==> src/hdl/imgrot_pkg.sv <==
// ----------------------------------------------------------------------------
// imgrot_pkg
// Shared constants and types of the square image rotator: frame geometry,
// store addressing widths, output queue sizing and the records passed
// between the address controller, the store and the output queue.
// ----------------------------------------------------------------------------
package imgrot_pkg;

  // largest frame side the store holds
  localparam int MAX_SIDE   = 64;

  // width of the image_size register field as seen on the port
  localparam int CFG_W      = 7;

  // bits for a side value up to MAX_SIDE, and for the held register
  localparam int SIZE_W     = $clog2(MAX_SIDE + 1);
  localparam int REG_W      = (SIZE_W > CFG_W) ? SIZE_W : CFG_W;

  // compare width: side values and positions with a spare bit
  localparam int CMP_W      = REG_W + 1;

  // row and column position within a frame
  localparam int POS_W      = $clog2(MAX_SIDE);

  // ping-pong store geometry
  localparam int BANK_WORDS = MAX_SIDE * MAX_SIDE;
  localparam int STORE_DEPTH = 2 * BANK_WORDS;
  localparam int ADDR_W     = $clog2(STORE_DEPTH);

  localparam int PIX_W      = 32;

  // output queue
  localparam int QUEUE_DEPTH = 3;

  // memory access issued by the controller for one request
  typedef struct packed {
    logic              we;
    logic [ADDR_W-1:0] waddr;
    logic [PIX_W-1:0]  wdata;
    logic              re;
    logic [ADDR_W-1:0] raddr;
  } ram_req_t;

  // flags of a read in flight, aligned with the store read data
  typedef struct packed {
    logic valid;
    logic row_last;
    logic frame_last;
  } emit_meta_t;

  // one finished result held in the output queue
  typedef struct packed {
    logic [PIX_W-1:0] pixel;
    logic             row_last;
    logic             frame_last;
  } out_item_t;

endpackage

==> src/hdl/imgrot_out_queue.sv <==
// ----------------------------------------------------------------------------
// imgrot_out_queue
// Small output queue that catches store read data in the cycle after the
// read and presents it on the output channel. Reserves room for a read
// in flight so the input side never waits on the output handshake
// combinationally.
// ----------------------------------------------------------------------------
module imgrot_out_queue
  import imgrot_pkg::*;
(
  input  logic             clk,
  input  logic             rst_n,
  input  emit_meta_t       meta,
  input  logic [PIX_W-1:0] rdata,
  output logic             space_ok,
  output logic             out_valid,
  input  logic             out_ready,
  output out_item_t        out_item
);

  localparam int PTR_W = $clog2(QUEUE_DEPTH);
  localparam int CNT_W = $clog2(QUEUE_DEPTH + 1);

  out_item_t          entry_r [QUEUE_DEPTH];
  logic [PTR_W-1:0]   wr_ptr_r, wr_ptr_nxt;
  logic [PTR_W-1:0]   rd_ptr_r, rd_ptr_nxt;
  logic [CNT_W-1:0]   count_r, count_nxt;
  logic               push;
  logic               pop;
  out_item_t          push_item;

  function automatic logic [PTR_W-1:0] ptr_inc(input logic [PTR_W-1:0] p);
    ptr_inc = (p == PTR_W'(QUEUE_DEPTH - 1)) ? '0 : p + PTR_W'(1);
  endfunction

  // push and pop control
  always_comb begin
    out_valid = count_r != '0;
    push      = meta.valid;
    pop       = out_valid && out_ready;
    out_item  = entry_r[rd_ptr_r];
    space_ok  = ({1'b0, count_r} + (CNT_W + 1)'(meta.valid)) < (CNT_W + 1)'(QUEUE_DEPTH);

    push_item.pixel      = rdata;
    push_item.row_last   = meta.row_last;
    push_item.frame_last = meta.frame_last;

    wr_ptr_nxt = push ? ptr_inc(wr_ptr_r) : wr_ptr_r;
    rd_ptr_nxt = pop ? ptr_inc(rd_ptr_r) : rd_ptr_r;
    count_nxt  = count_r + CNT_W'(push) - CNT_W'(pop);
  end

  // queue storage
  always_ff @(posedge clk) begin
    if (push) begin
      entry_r[wr_ptr_r] <= push_item;
    end
  end

  // pointers and fill count
  always_ff @(posedge clk) begin
    if (!rst_n) begin
      wr_ptr_r <= '0;
      rd_ptr_r <= '0;
      count_r  <= '0;
    end else begin
      wr_ptr_r <= wr_ptr_nxt;
      rd_ptr_r <= rd_ptr_nxt;
      count_r  <= count_nxt;
    end
  end

endmodule

==> config.mk <==
export PLATFORM = sky130hd
export DESIGN_NAME = imgrot_out_queue
export DESIGN_NICKNAME = d
export VERILOG_FILES = /design/src/hdl/imgrot_pkg.sv /design/src/hdl/imgrot_out_queue.sv
export SDC_FILE = /design/constraint.sdc
export NUM_CORES = 1
export LEC_CHECK = 0
export ABC_AREA = 1
export BUFFER_PORTS_ARGS = -buffer_cell sky130_fd_sc_hd__buf_2
export CELL_PAD_IN_SITES_DETAIL_PLACEMENT = 0
export CELL_PAD_IN_SITES_GLOBAL_PLACEMENT = 1
export CORE_MARGIN = 8
export CORE_UTILIZATION = 25
export CTS_CLUSTER_DIAMETER = 100
export DETAILED_ROUTE_END_ITERATION = 8
export PLACE_DENSITY_LB_ADDON = 0.1
export SKIP_CTS_REPAIR_TIMING = 1
export SLEW_MARGIN = 25
export SYNTH_ARGS = -nofsm -noshare
export SYNTH_HDL_FRONTEND = slang
export SYNTH_SLANG_ARGS = --single-unit
==> constraint.sdc <==
create_clock -name clk -period 5.4 [get_ports clk]
set_input_delay 0.54 -clock clk [delete_from_list [all_inputs] [get_ports clk]]
set_output_delay 0.54 -clock clk [all_outputs]
set_load 0.01 [all_outputs]
==> run metrics <==
Synthesis Warnings 0; DIE WIDTH 146 um; Port Buffer Count 73; Max FO, Critical Path 35; EDFF count, synth 102; r2r startpoint wr_ptr_r[1]; fillers 1653; hold path startpoint meta[1]; Fmax 392 MHz; NumNets Final 417; HPWL Detailed 5800 um; prevailing post-synth register cell edfxtp_1; MaxCap Viol Count 0; Final WS setup 2.85 ns; top cell type's share of synthesized area 72.6%; total gr overflow 0; Yosys cell types 18; Cell Area, Synth 4220 sq um; vias in the first global route 2568; WP data arrival 2.01 ns; DR vias/cell 4.16; routability cong. 0.640; critical path's slowest cell dfxtp_2; post-synthesis mux area share 0%; async set-or-reset flop fraction in the synthesized netlist 0%; top cells by instance count after synthesis edfxtp_1 (102), a21oi_1 (66), nand2_1 (44); Worst Max-Slew Pin Slew 0.978 ns; clock sink count 110; syn_nets 346; Setup Viol. Count Final 0; total CTS buffers 9; Post-Route Skew 0.00387 ns; sequential-to-total area share from yosys stat 76.4%; main combinational cell family by area after synthesis compound AO/OA/AOI/OAI gates; fin crit share 47.3%; most common cell in the synthesized netlist edfxtp_1; Synth Area in XOR/XNOR 0%; Max Buffers Root-to-Sink 2; Adder-Cell Fraction of Synth Area 0.890%; WHS Path Cells 1; H-tree levels 3; Slew Limit Fails 0; io pins 74; pre-CTS setup slack 3.05 ns; r2r setup slk 3.44 ns; clk root buf clkbuf_16; CTS tree done; leakage power 1.85 nW; register area 3230 sq um; Core ar. 16500 sq um; unrepaired setup endpoints after global routing false; worst reg2reg path depth 3; Worst-path clk slew 0.07 ns; vias 2498; Starting Density 25.5%; initial antenna violation count 1; outcome finished, final reports clean; GR Layer Usage met1 11.6%; Top Usage Layer GRT met2; pin count of the biggest net entering global routing 36; multi-input logic area 791 sq um; Die Span Y 146 um; Post-Synthesis Cells 305; met2 usage 15.7%; Worst Hold End entry_r[0][1]; fraction of layout instances using a drive strength above 1 26.0%; FP Rows 47; drt drc 0; final setup TNS 0 ns; top post-synthesis cells by area edfxtp_1 (73%), a21oi_1 (7.8%), nand2_1 (3.9%); WS Path Type reg2out; ant diodes 0; Min Hold Slack 0.396 ns; Post-Route WL 10100 um; Max-slew headroom 34.8%; Final ANT Viol Nets 0; DRT Pass-1 Iters 6; Worst EP required 4.86 ns; DRT iter0 DRCs 121; post-synthesis compound-gate area fraction 9.37%; Power Dens Cells 362 nW/um^2; Reg-to-Reg End entry_r[2][20]; CP Capture Type primary output; first-pass GRT wire length 15500 um; met3 Track Usage GR 2.74%; Syn Area/Cell 13.8 sq um; leading area contributor after synthesis edfxtp_1; die footprint 21300 sq um; later-pin clock latency in the skew report 0.34 ns; worst path cell trace inv_6 -> nor2_1 -> a21oi_1 -> buf_2; worst hold path class in2reg; Total GRT Usage 9.68%; Synth Area in Simple Gates 8.37%; P&R area growth vs syn 18.2%; minimum clock period 2.55 ns; Slowest Stage Delay on Critical Path 0.96 ns; WL/cell 16.8 um; final hold violations 0; VDD IR max 151 uV; Synth Register Bits 110; utilization after layout 30.2%; Critical Path Source Type flip-flop
-- state kept, by name, indices dropped and copies added, names as in the netlist, named ones only --
signal and cells:
rd_ptr_r 2, entry_r 102, count_r 2, wr_ptr_r 2
-- per-stage QoR --
stage / power, mW / area [sq um] / std cells
final: 1.80 / 4990 / 601
after global routing: 1.89 / 4990 / 601
after CTS: 1.85 / 4990 / 601
after detailed placement: 1.23 / 4720 / 585
after global placement: 1.23 / 4720 / 585
after floorplan: 1.14 / 4220 / 305
-- logic make-up after synthesis --
family          after synthesis
buf+inv                      26
fa+ha+maj                     3
flops                       110
simple gates                 92
compound gates               74
-- per-layer routing --
metal  vias up  routed length (um)  part of all wire [%]
li1       1229                   -                     -
met1      1202                4640                    46
met2        50                4870                    48
met3        15                 405                   4.0
met4         2                 197                   1.9
met5         -                  13                  0.13
-- layout make-up --
class | instances | share of cell area [%]
clock inverter | 3 | 0.276
inverter | 12 | 1.15
clock buffer | 13 | 5.02
timing repair buffer | 74 | 7.48
sequential | 110 | 64.7
multi-input combinational | 169 | 15.9
tap | 220 | 5.52
-- worst max-delay path by stage --
stage	start	endpoint	slack [ns]
global route	flip-flop	out_item[25]	2.66
CTS	flip-flop	out_item[6]	2.76
global placement	meta[2]	entry_r[2][13]	3.08
finish	flip-flop	out_item[25]	2.85
detailed placement	meta[2]	entry_r[2][19]	3.05
floorplan	meta[2]	entry_r[2][0]	2.01
-- report_power, final --
group	internal, mW	switching [mW]	leakage, nW	total [mW]
logic	0.0745	0.128	0.706	0.203
registers	0.973	0.0281	1.01	1.00
clock network	0.323	0.277	0.131	0.601
total	1.37	0.434	1.85	1.80
-- placed cells by master, fill, tap and decap left out --
cell       count
edfxtp_1     102
buf_2         73
a21oi_1       66
nand2_1       44
nor2_1        42
clkbuf_16      9
inv_1          8
a21oi_2        6
dfxtp_1        6
nand3_1        5
ha_1           3
clkbuf_1       3
inv_2          2
dfxtp_2        2
clkinv_2       2
inv_8          1
inv_6          1
o21ai_0        1
nor3_2         1
o21a_1         1
clkinv_1       1
clkbuf_8       1
buf_4          1
-- critical path: cells and delay by family (launching register included) --
family	cells	cell delay, ns
DFF	1	0.96
buffers and inverters	2	0.44
and+or+nand+nor	1	0.19
AOI/OAI and AO/OA	1	0.07
No activity file was read; power rests on OpenSTA's default activity.
