`config.mk`:
```
export PLATFORM = sky130hd
export DESIGN_NAME = imgrot_addr_ctrl
export DESIGN_NICKNAME = d
export VERILOG_FILES = /design/src/hdl/imgrot_pkg.sv /design/src/hdl/imgrot_addr_ctrl.sv
export SDC_FILE = /design/constraint.sdc
export NUM_CORES = 1
export LEC_CHECK = 0
export BUFFER_PORTS_ARGS = -buffer_cell sky130_fd_sc_hd__buf_4
export CORE_ASPECT_RATIO = 0.9
export CORE_UTILIZATION = 32
export DETAILED_ROUTE_END_ITERATION = 8
export HOLD_SLACK_MARGIN = 0.03
export PLACE_DENSITY_LB_ADDON = 0.2
export SKIP_CTS_REPAIR_TIMING = 1
export SLEW_MARGIN = 20
export SYNTH_ARGS = -nofsm -noshare
export SYNTH_HDL_FRONTEND = slang
export SYNTH_SLANG_ARGS = --single-unit
export TNS_END_PERCENT = 1
```
`constraint.sdc`:
```
create_clock -name clk -period 3.8 [get_ports clk]
set_input_delay 0.76 -clock clk [delete_from_list [all_inputs] [get_ports clk]]
set_output_delay 0.76 -clock clk [all_outputs]
set_load 0.01 [all_outputs]
```
`src/hdl/imgrot_pkg.sv`:
```
// ----------------------------------------------------------------------------
// imgrot_pkg
// Shared constants and types of the square image rotator: frame geometry,
// store addressing widths, output queue sizing and the records passed
// between the address controller, the store and the output queue.
// ----------------------------------------------------------------------------
package imgrot_pkg;

  // largest frame side the store holds
  localparam int MAX_SIDE   = 64;

  // width of the image_size register field as seen on the port
  localparam int CFG_W      = 7;

  // bits for a side value up to MAX_SIDE, and for the held register
  localparam int SIZE_W     = $clog2(MAX_SIDE + 1);
  localparam int REG_W      = (SIZE_W > CFG_W) ? SIZE_W : CFG_W;

  // compare width: side values and positions with a spare bit
  localparam int CMP_W      = REG_W + 1;

  // row and column position within a frame
  localparam int POS_W      = $clog2(MAX_SIDE);

  // ping-pong store geometry
  localparam int BANK_WORDS = MAX_SIDE * MAX_SIDE;
  localparam int STORE_DEPTH = 2 * BANK_WORDS;
  localparam int ADDR_W     = $clog2(STORE_DEPTH);

  localparam int PIX_W      = 32;

  // output queue
  localparam int QUEUE_DEPTH = 3;

  // memory access issued by the controller for one request
  typedef struct packed {
    logic              we;
    logic [ADDR_W-1:0] waddr;
    logic [PIX_W-1:0]  wdata;
    logic              re;
    logic [ADDR_W-1:0] raddr;
  } ram_req_t;

  // flags of a read in flight, aligned with the store read data
  typedef struct packed {
    logic valid;
    logic row_last;
    logic frame_last;
  } emit_meta_t;

  // one finished result held in the output queue
  typedef struct packed {
    logic [PIX_W-1:0] pixel;
    logic             row_last;
    logic             frame_last;
  } out_item_t;

endpackage

```
`src/hdl/imgrot_addr_ctrl.sv`:
```
// ----------------------------------------------------------------------------
// imgrot_addr_ctrl
// Load and emit position counters, bank select and frame side register.
// Turns each accepted request into one store write (store requests) and
// one store read of the rotated position of the held frame, if one is held.
// ----------------------------------------------------------------------------
module imgrot_addr_ctrl
  import imgrot_pkg::*;
(
  input  logic             clk,
  input  logic             rst_n,
  input  logic             accept,
  input  logic             mode,
  input  logic [PIX_W-1:0] pixel_in,
  input  logic             cfg_we,
  input  logic [CFG_W-1:0] cfg_data,
  output ram_req_t         ram_req,
  output emit_meta_t       meta_r
);

  logic [REG_W-1:0] image_size_r;
  logic [POS_W-1:0] load_row_r, load_row_nxt;
  logic [POS_W-1:0] load_col_r, load_col_nxt;
  logic [POS_W-1:0] emit_row_r, emit_row_nxt;
  logic [POS_W-1:0] emit_col_r, emit_col_nxt;
  logic             load_bank_r, load_bank_nxt;
  logic             frame_ready_r, frame_ready_nxt;
  emit_meta_t       meta_nxt;

  logic [CMP_W-1:0] side_n;
  logic [CMP_W-1:0] side_m1;
  logic [CMP_W-1:0] emit_col_x;
  logic [CMP_W-1:0] emit_row_x;
  logic [CMP_W-1:0] load_col_x;
  logic [CMP_W-1:0] load_row_x;
  logic [POS_W-1:0] src_row;
  logic             emit_go;
  logic             store_go;
  logic             rl;
  logic             fl;
  logic             load_row_end;
  logic             load_frame_end;

  // store address of a bank, row and column
  function automatic logic [ADDR_W-1:0] store_addr(input logic bank,
                                                   input logic [POS_W-1:0] row,
                                                   input logic [POS_W-1:0] col);
    store_addr = ADDR_W'(BANK_WORDS) * ADDR_W'(bank)
               + ADDR_W'(row) * ADDR_W'(MAX_SIDE)
               + ADDR_W'(col);
  endfunction

  // effective side: zero acts as one, clamp at the store size
  always_comb begin
    if (image_size_r == '0) begin
      side_n = CMP_W'(1);
    end else if (CMP_W'(image_size_r) > CMP_W'(MAX_SIDE)) begin
      side_n = CMP_W'(MAX_SIDE);
    end else begin
      side_n = CMP_W'(image_size_r);
    end
    side_m1    = side_n - CMP_W'(1);
    emit_col_x = CMP_W'(emit_col_r);
    emit_row_x = CMP_W'(emit_row_r);
    load_col_x = CMP_W'(load_col_r);
    load_row_x = CMP_W'(load_row_r);
  end

  // store requests: write at the load position, read at the rotated source position
  always_comb begin
    emit_go  = accept && frame_ready_r;
    store_go = accept && !mode;
    if (emit_col_x < side_n) begin
      src_row = POS_W'(side_m1 - emit_col_x);
    end else begin
      src_row = '0;
    end
    rl = emit_col_x >= side_m1;
    fl = rl && (emit_row_x >= side_m1);
    load_row_end   = load_col_x >= side_m1;
    load_frame_end = load_row_end && (load_row_x >= side_m1);

    ram_req.re    = emit_go;
    ram_req.raddr = store_addr(!load_bank_r, src_row, emit_row_r);
    ram_req.we    = store_go;
    ram_req.waddr = store_addr(load_bank_r, load_row_r, load_col_r);
    ram_req.wdata = pixel_in;

    meta_nxt.valid      = emit_go;
    meta_nxt.row_last   = rl;
    meta_nxt.frame_last = fl;
  end

  // counter and bank updates
  always_comb begin
    load_row_nxt    = load_row_r;
    load_col_nxt    = load_col_r;
    emit_row_nxt    = emit_row_r;
    emit_col_nxt    = emit_col_r;
    load_bank_nxt   = load_bank_r;
    frame_ready_nxt = frame_ready_r;

    // emit position advance
    if (emit_go) begin
      if (rl) begin
        emit_col_nxt = '0;
        if (fl) begin
          emit_row_nxt    = '0;
          frame_ready_nxt = 1'b0;
        end else begin
          emit_row_nxt = emit_row_r + POS_W'(1);
        end
      end else begin
        emit_col_nxt = emit_col_r + POS_W'(1);
      end
    end

    // load position advance, bank swap on the last pixel of a frame
    if (store_go) begin
      if (load_row_end) begin
        load_col_nxt = '0;
        if (load_frame_end) begin
          load_row_nxt    = '0;
          load_bank_nxt   = !load_bank_r;
          frame_ready_nxt = 1'b1;
          emit_row_nxt    = '0;
          emit_col_nxt    = '0;
        end else begin
          load_row_nxt = load_row_r + POS_W'(1);
        end
      end else begin
        load_col_nxt = load_col_r + POS_W'(1);
      end
    end
  end

  // state registers
  always_ff @(posedge clk) begin
    if (!rst_n) begin
      image_size_r  <= REG_W'(MAX_SIDE);
      load_row_r    <= '0;
      load_col_r    <= '0;
      emit_row_r    <= '0;
      emit_col_r    <= '0;
      load_bank_r   <= 1'b0;
      frame_ready_r <= 1'b0;
      meta_r        <= '0;
    end else begin
      if (cfg_we) begin
        image_size_r <= REG_W'(cfg_data);
      end
      load_row_r    <= load_row_nxt;
      load_col_r    <= load_col_nxt;
      emit_row_r    <= emit_row_nxt;
      emit_col_r    <= emit_col_nxt;
      load_bank_r   <= load_bank_nxt;
      frame_ready_r <= frame_ready_nxt;
      meta_r        <= meta_nxt;
    end
  end

endmodule

```
==> run summary <==
Status = finished with violations
Failing checks = setup timing
DP HPWL = 5.16 mm
Starting Density = 33.7%
Fraction of registers with async set/reset = 0%
H-tree lvl count = 2
Synth Flop Type = dfxtp_1
Post-synth EDFFs = 0
Clock Power Share = 36.8%
Fin util = 40.0%
FILL cells = 887
Routed WL = 6.72 mm
PD cells = 283 mW/mm^2
Fraction of the cycle the final worst path needs = 108%
Min-Delay Path Class = flop to flop
Final worst-path setup slack = -0.313 ns
Bufs on Longest Clock Path = 2
Vias in the first global route = 2133
DRT antenna net count = 0
CTS buffer count = 5
I/O Buffers = 42
TritonRoute pass-1 iters = 5
Setup CP Type = flop to output pin
Area of the multi-input gates = 0.00173 mm^2
Fin crit period = 4.11 ns
Worst EP arrival = 3.35 ns
Worst clock skew = 0.0100 ns
N_diodes = 0
Iteration-0 DRC Markers = 62
Worst skew pair latency = 0.30 ns
Comb power frac = 21.3%
Largest net degree at the start of global routing = 17
Setup WS pre-CTS = -0.0453 ns
WL per Instance = 14.2 um
Initial antenna violation count = 0
Sw Ratio = 28.0%
Clk pin slew, worst setup/hold paths = 0.08 ns
DP Cell Count = 464
# DRC = 0
# nets final = 429
Post-synth cell types = 57
Area growth syn-to-layout = 18.4%
Gpl congestion = 0.835
Cell at the root of the clock tree = clkbuf_8
Part of the Yosys area used for sequential elements = 26.0%
Sequential power share = 41.9%
Vias = 2296
Internal power = 0.000670 W
Vias/cell = 4.86
Mapped Cells = 328
Worst-Margin Slew = 0.636 ns
Worst Path Max Fanout = 2
GR Overflow Total = 0
Die height = 90.3 um
Register area = 722 um^2
Clk sinks = 36
Die area = 0.00905 mm^2
Hold Fails Final Rpt = 0
Layout cells sized above 1 = 27.7%
Max_cap viols = 0
Sw Pwr = 0.000261 W
Fmax = 243 MHz
Rel. slew slack = 57.2%
Ys Warns = 0
Die Wd = 100 um
Leakage power = 1.43 nW
Syn Nets = 401
Cell Rows = 31
Core Region = 0.00822 mm^2
Setup violations, final = 1
CTS tree = built
First-pass GRT wire length = 10.9 mm
CP required = 3.04 ns
Tot GR Track Use = 15.1%
Worst VDD drop = 138 uV
Final Non-Filler Cells = 472
Flops & latches, synth = 36
Ports = 107
RSZ-0062 raised after global routing = true
Mapped cell area = 0.00278 mm^2
Avg Inst Size Synth = 8.46 um^2
Slew Limit Fails = 0
Critical Path End Type = output pin
Startpoint types = flop
==> flip-flops by register name (all words and copies together) (netlist names) <==
signal	count
meta_r	3
emit_row_r	6
emit_col_r	6
load_col_r	6
frame_ready_r	1
image_size_r	7
load_bank_r	1
load_row_r	6
==> cells in the mapped netlist, types with 2 or more instances <==
| master | n | area, um^2 |
|---|---|---|
| xnor2_1 | 7 | 61.3 |
| o31ai_1 | 5 | 37.5 |
| a211oi_1 | 2 | 15.0 |
| o21ai_0 | 8 | 40.0 |
| and2_1 | 2 | 12.5 |
| o21a_1 | 3 | 22.5 |
| mux2i_1 | 6 | 60.1 |
| nor2_1 | 29 | 109 |
| a21boi_0 | 2 | 15.0 |
| inv_1 | 21 | 78.8 |
| o22ai_1 | 2 | 12.5 |
| a21o_1 | 4 | 30.0 |
| a2111oi_2 | 2 | 30.0 |
| and3_1 | 4 | 25.0 |
| clkinv_1 | 2 | 7.51 |
| dfxtp_1 | 36 | 721 |
| buf_6 | 2 | 22.5 |
| buf_4 | 37 | 278 |
| and4_1 | 2 | 17.5 |
| ha_1 | 28 | 350 |
| nor3_1 | 10 | 50.1 |
| nand3_1 | 13 | 65.1 |
| nand4_1 | 5 | 31.3 |
| nor4_1 | 2 | 12.5 |
| nor2b_1 | 5 | 31.3 |
| nand2b_1 | 5 | 31.3 |
| xor2_1 | 11 | 96.3 |
| a21oi_1 | 14 | 70.1 |
| or3_1 | 5 | 31.3 |
| a221oi_1 | 2 | 17.5 |
| clkbuf_1 | 3 | 11.3 |
| nand2_1 | 21 | 78.8 |
| o211ai_1 | 3 | 22.5 |
| o31ai_4 | 2 | 42.5 |
==> metrics by stage <==
stage	instance area, um^2	hold slack [ns]	TNS, ns	power (W)
after global routing	3290	0.497	-0.495	0.000975
after global placement	3110	0.466	-0.0103	0.000588
after detailed placement	3110	0.473	-0.0453	0.000591
final	3290	0.488	-0.313	0.000931
after floorplan	2810	0.454	0	0.000552
after CTS	3220	0.485	-0.385	0.000934
==> cells in the final DEF, fill, tap and decap left out, drive strengths merged, types with 2 or more instances in the layout <==
cell type,count
a2111oi,3
a211oi,3
a21boi,2
a21o,4
a21oi,14
a221oi,2
and2,2
and3,4
and4,2
buf,64
clkbuf,5
clkinv,3
dfxtp,36
ha,28
inv,22
mux2i,6
nand2,22
nand2b,5
nand3,13
nand4,5
nor2,29
nor2b,5
nor3,11
nor4,2
o211ai,3
o21a,3
o21ai,9
o22ai,2
o31a,2
o31ai,7
or3,6
xnor2,7
xor2,11
==> layout make-up <==
| cell class | instances | share of cell area (%) |
|---|---|---|
| Multi-Input combinational cell | 225 | 52.8 |
| Sequential cell | 36 | 22.0 |
| Timing Repair Buffer | 64 | 14.7 |
| Tap cell | 115 | 4.38 |
| Inverter | 24 | 2.74 |
| Clock buffer | 5 | 2.09 |
| Clock inverter | 3 | 1.29 |
==> power by group through the flow <==
stage,sequential (W),clock [W],combinational (W)
6_report,0.000390,0.000343,0.000198
3_3_place_gp,0.000399,0,0.000189
4_1_cts,0.000390,0.000351,0.000193
5_1_grt,0.000391,0.000365,0.000219
3_5_place_dp,0.000399,0,0.000192
2_1_floorplan,0.000399,0,0.000154
==> worst paths after layout <==
kind	from	end	slack [ns]	cells after the start
min reg2reg	frame_ready_r	frame_ready_r	0.49	2
min	frame_ready_r	frame_ready_r	0.49	2
max	image_size_r[4]	ram_req[11]	-0.31	16
max reg2reg	image_size_r[4]	emit_row_r[0]	0.21	18
==> kinds of logic after synthesis <==
family,count (synthesis),synth area share [%]
and+or+nand+nor,110,19.8
adders and majority gates,29,13.3
buffers and inverters,67,15.0
AOI/OAI and AO/OA,62,18.0
DFF,36,26.0
muxes,6,2.16
xor gates and xnor gates,18,5.68
==> metal layers <==
layer	up-vias	global-route usage, %	routed length, um
met1	1068	21.8	3400
met2	40	22.3	2970
met3	17	1.93	219
met4	0	6.52	128
met5	-	0	0
li1	1171	-	-
==> critical path, stage by stage (launching register included) <==
cell,delay (ns)
dfxtp_2,0.32
or3_4,0.38
nor3_2,0.11
nor2_1,0.07
nor2_2,0.12
inv_2,0.07
ha_4,0.26
inv_1,0.04
ha_1,0.27
nor2b_1,0.14
o21ai_2,0.14
a21boi_2,0.08
o21a_1,0.18
or3_4,0.33
a2111o_1,0.38
nand3_2,0.06
buf_4,0.11
(Power assumes the default switching activity.)
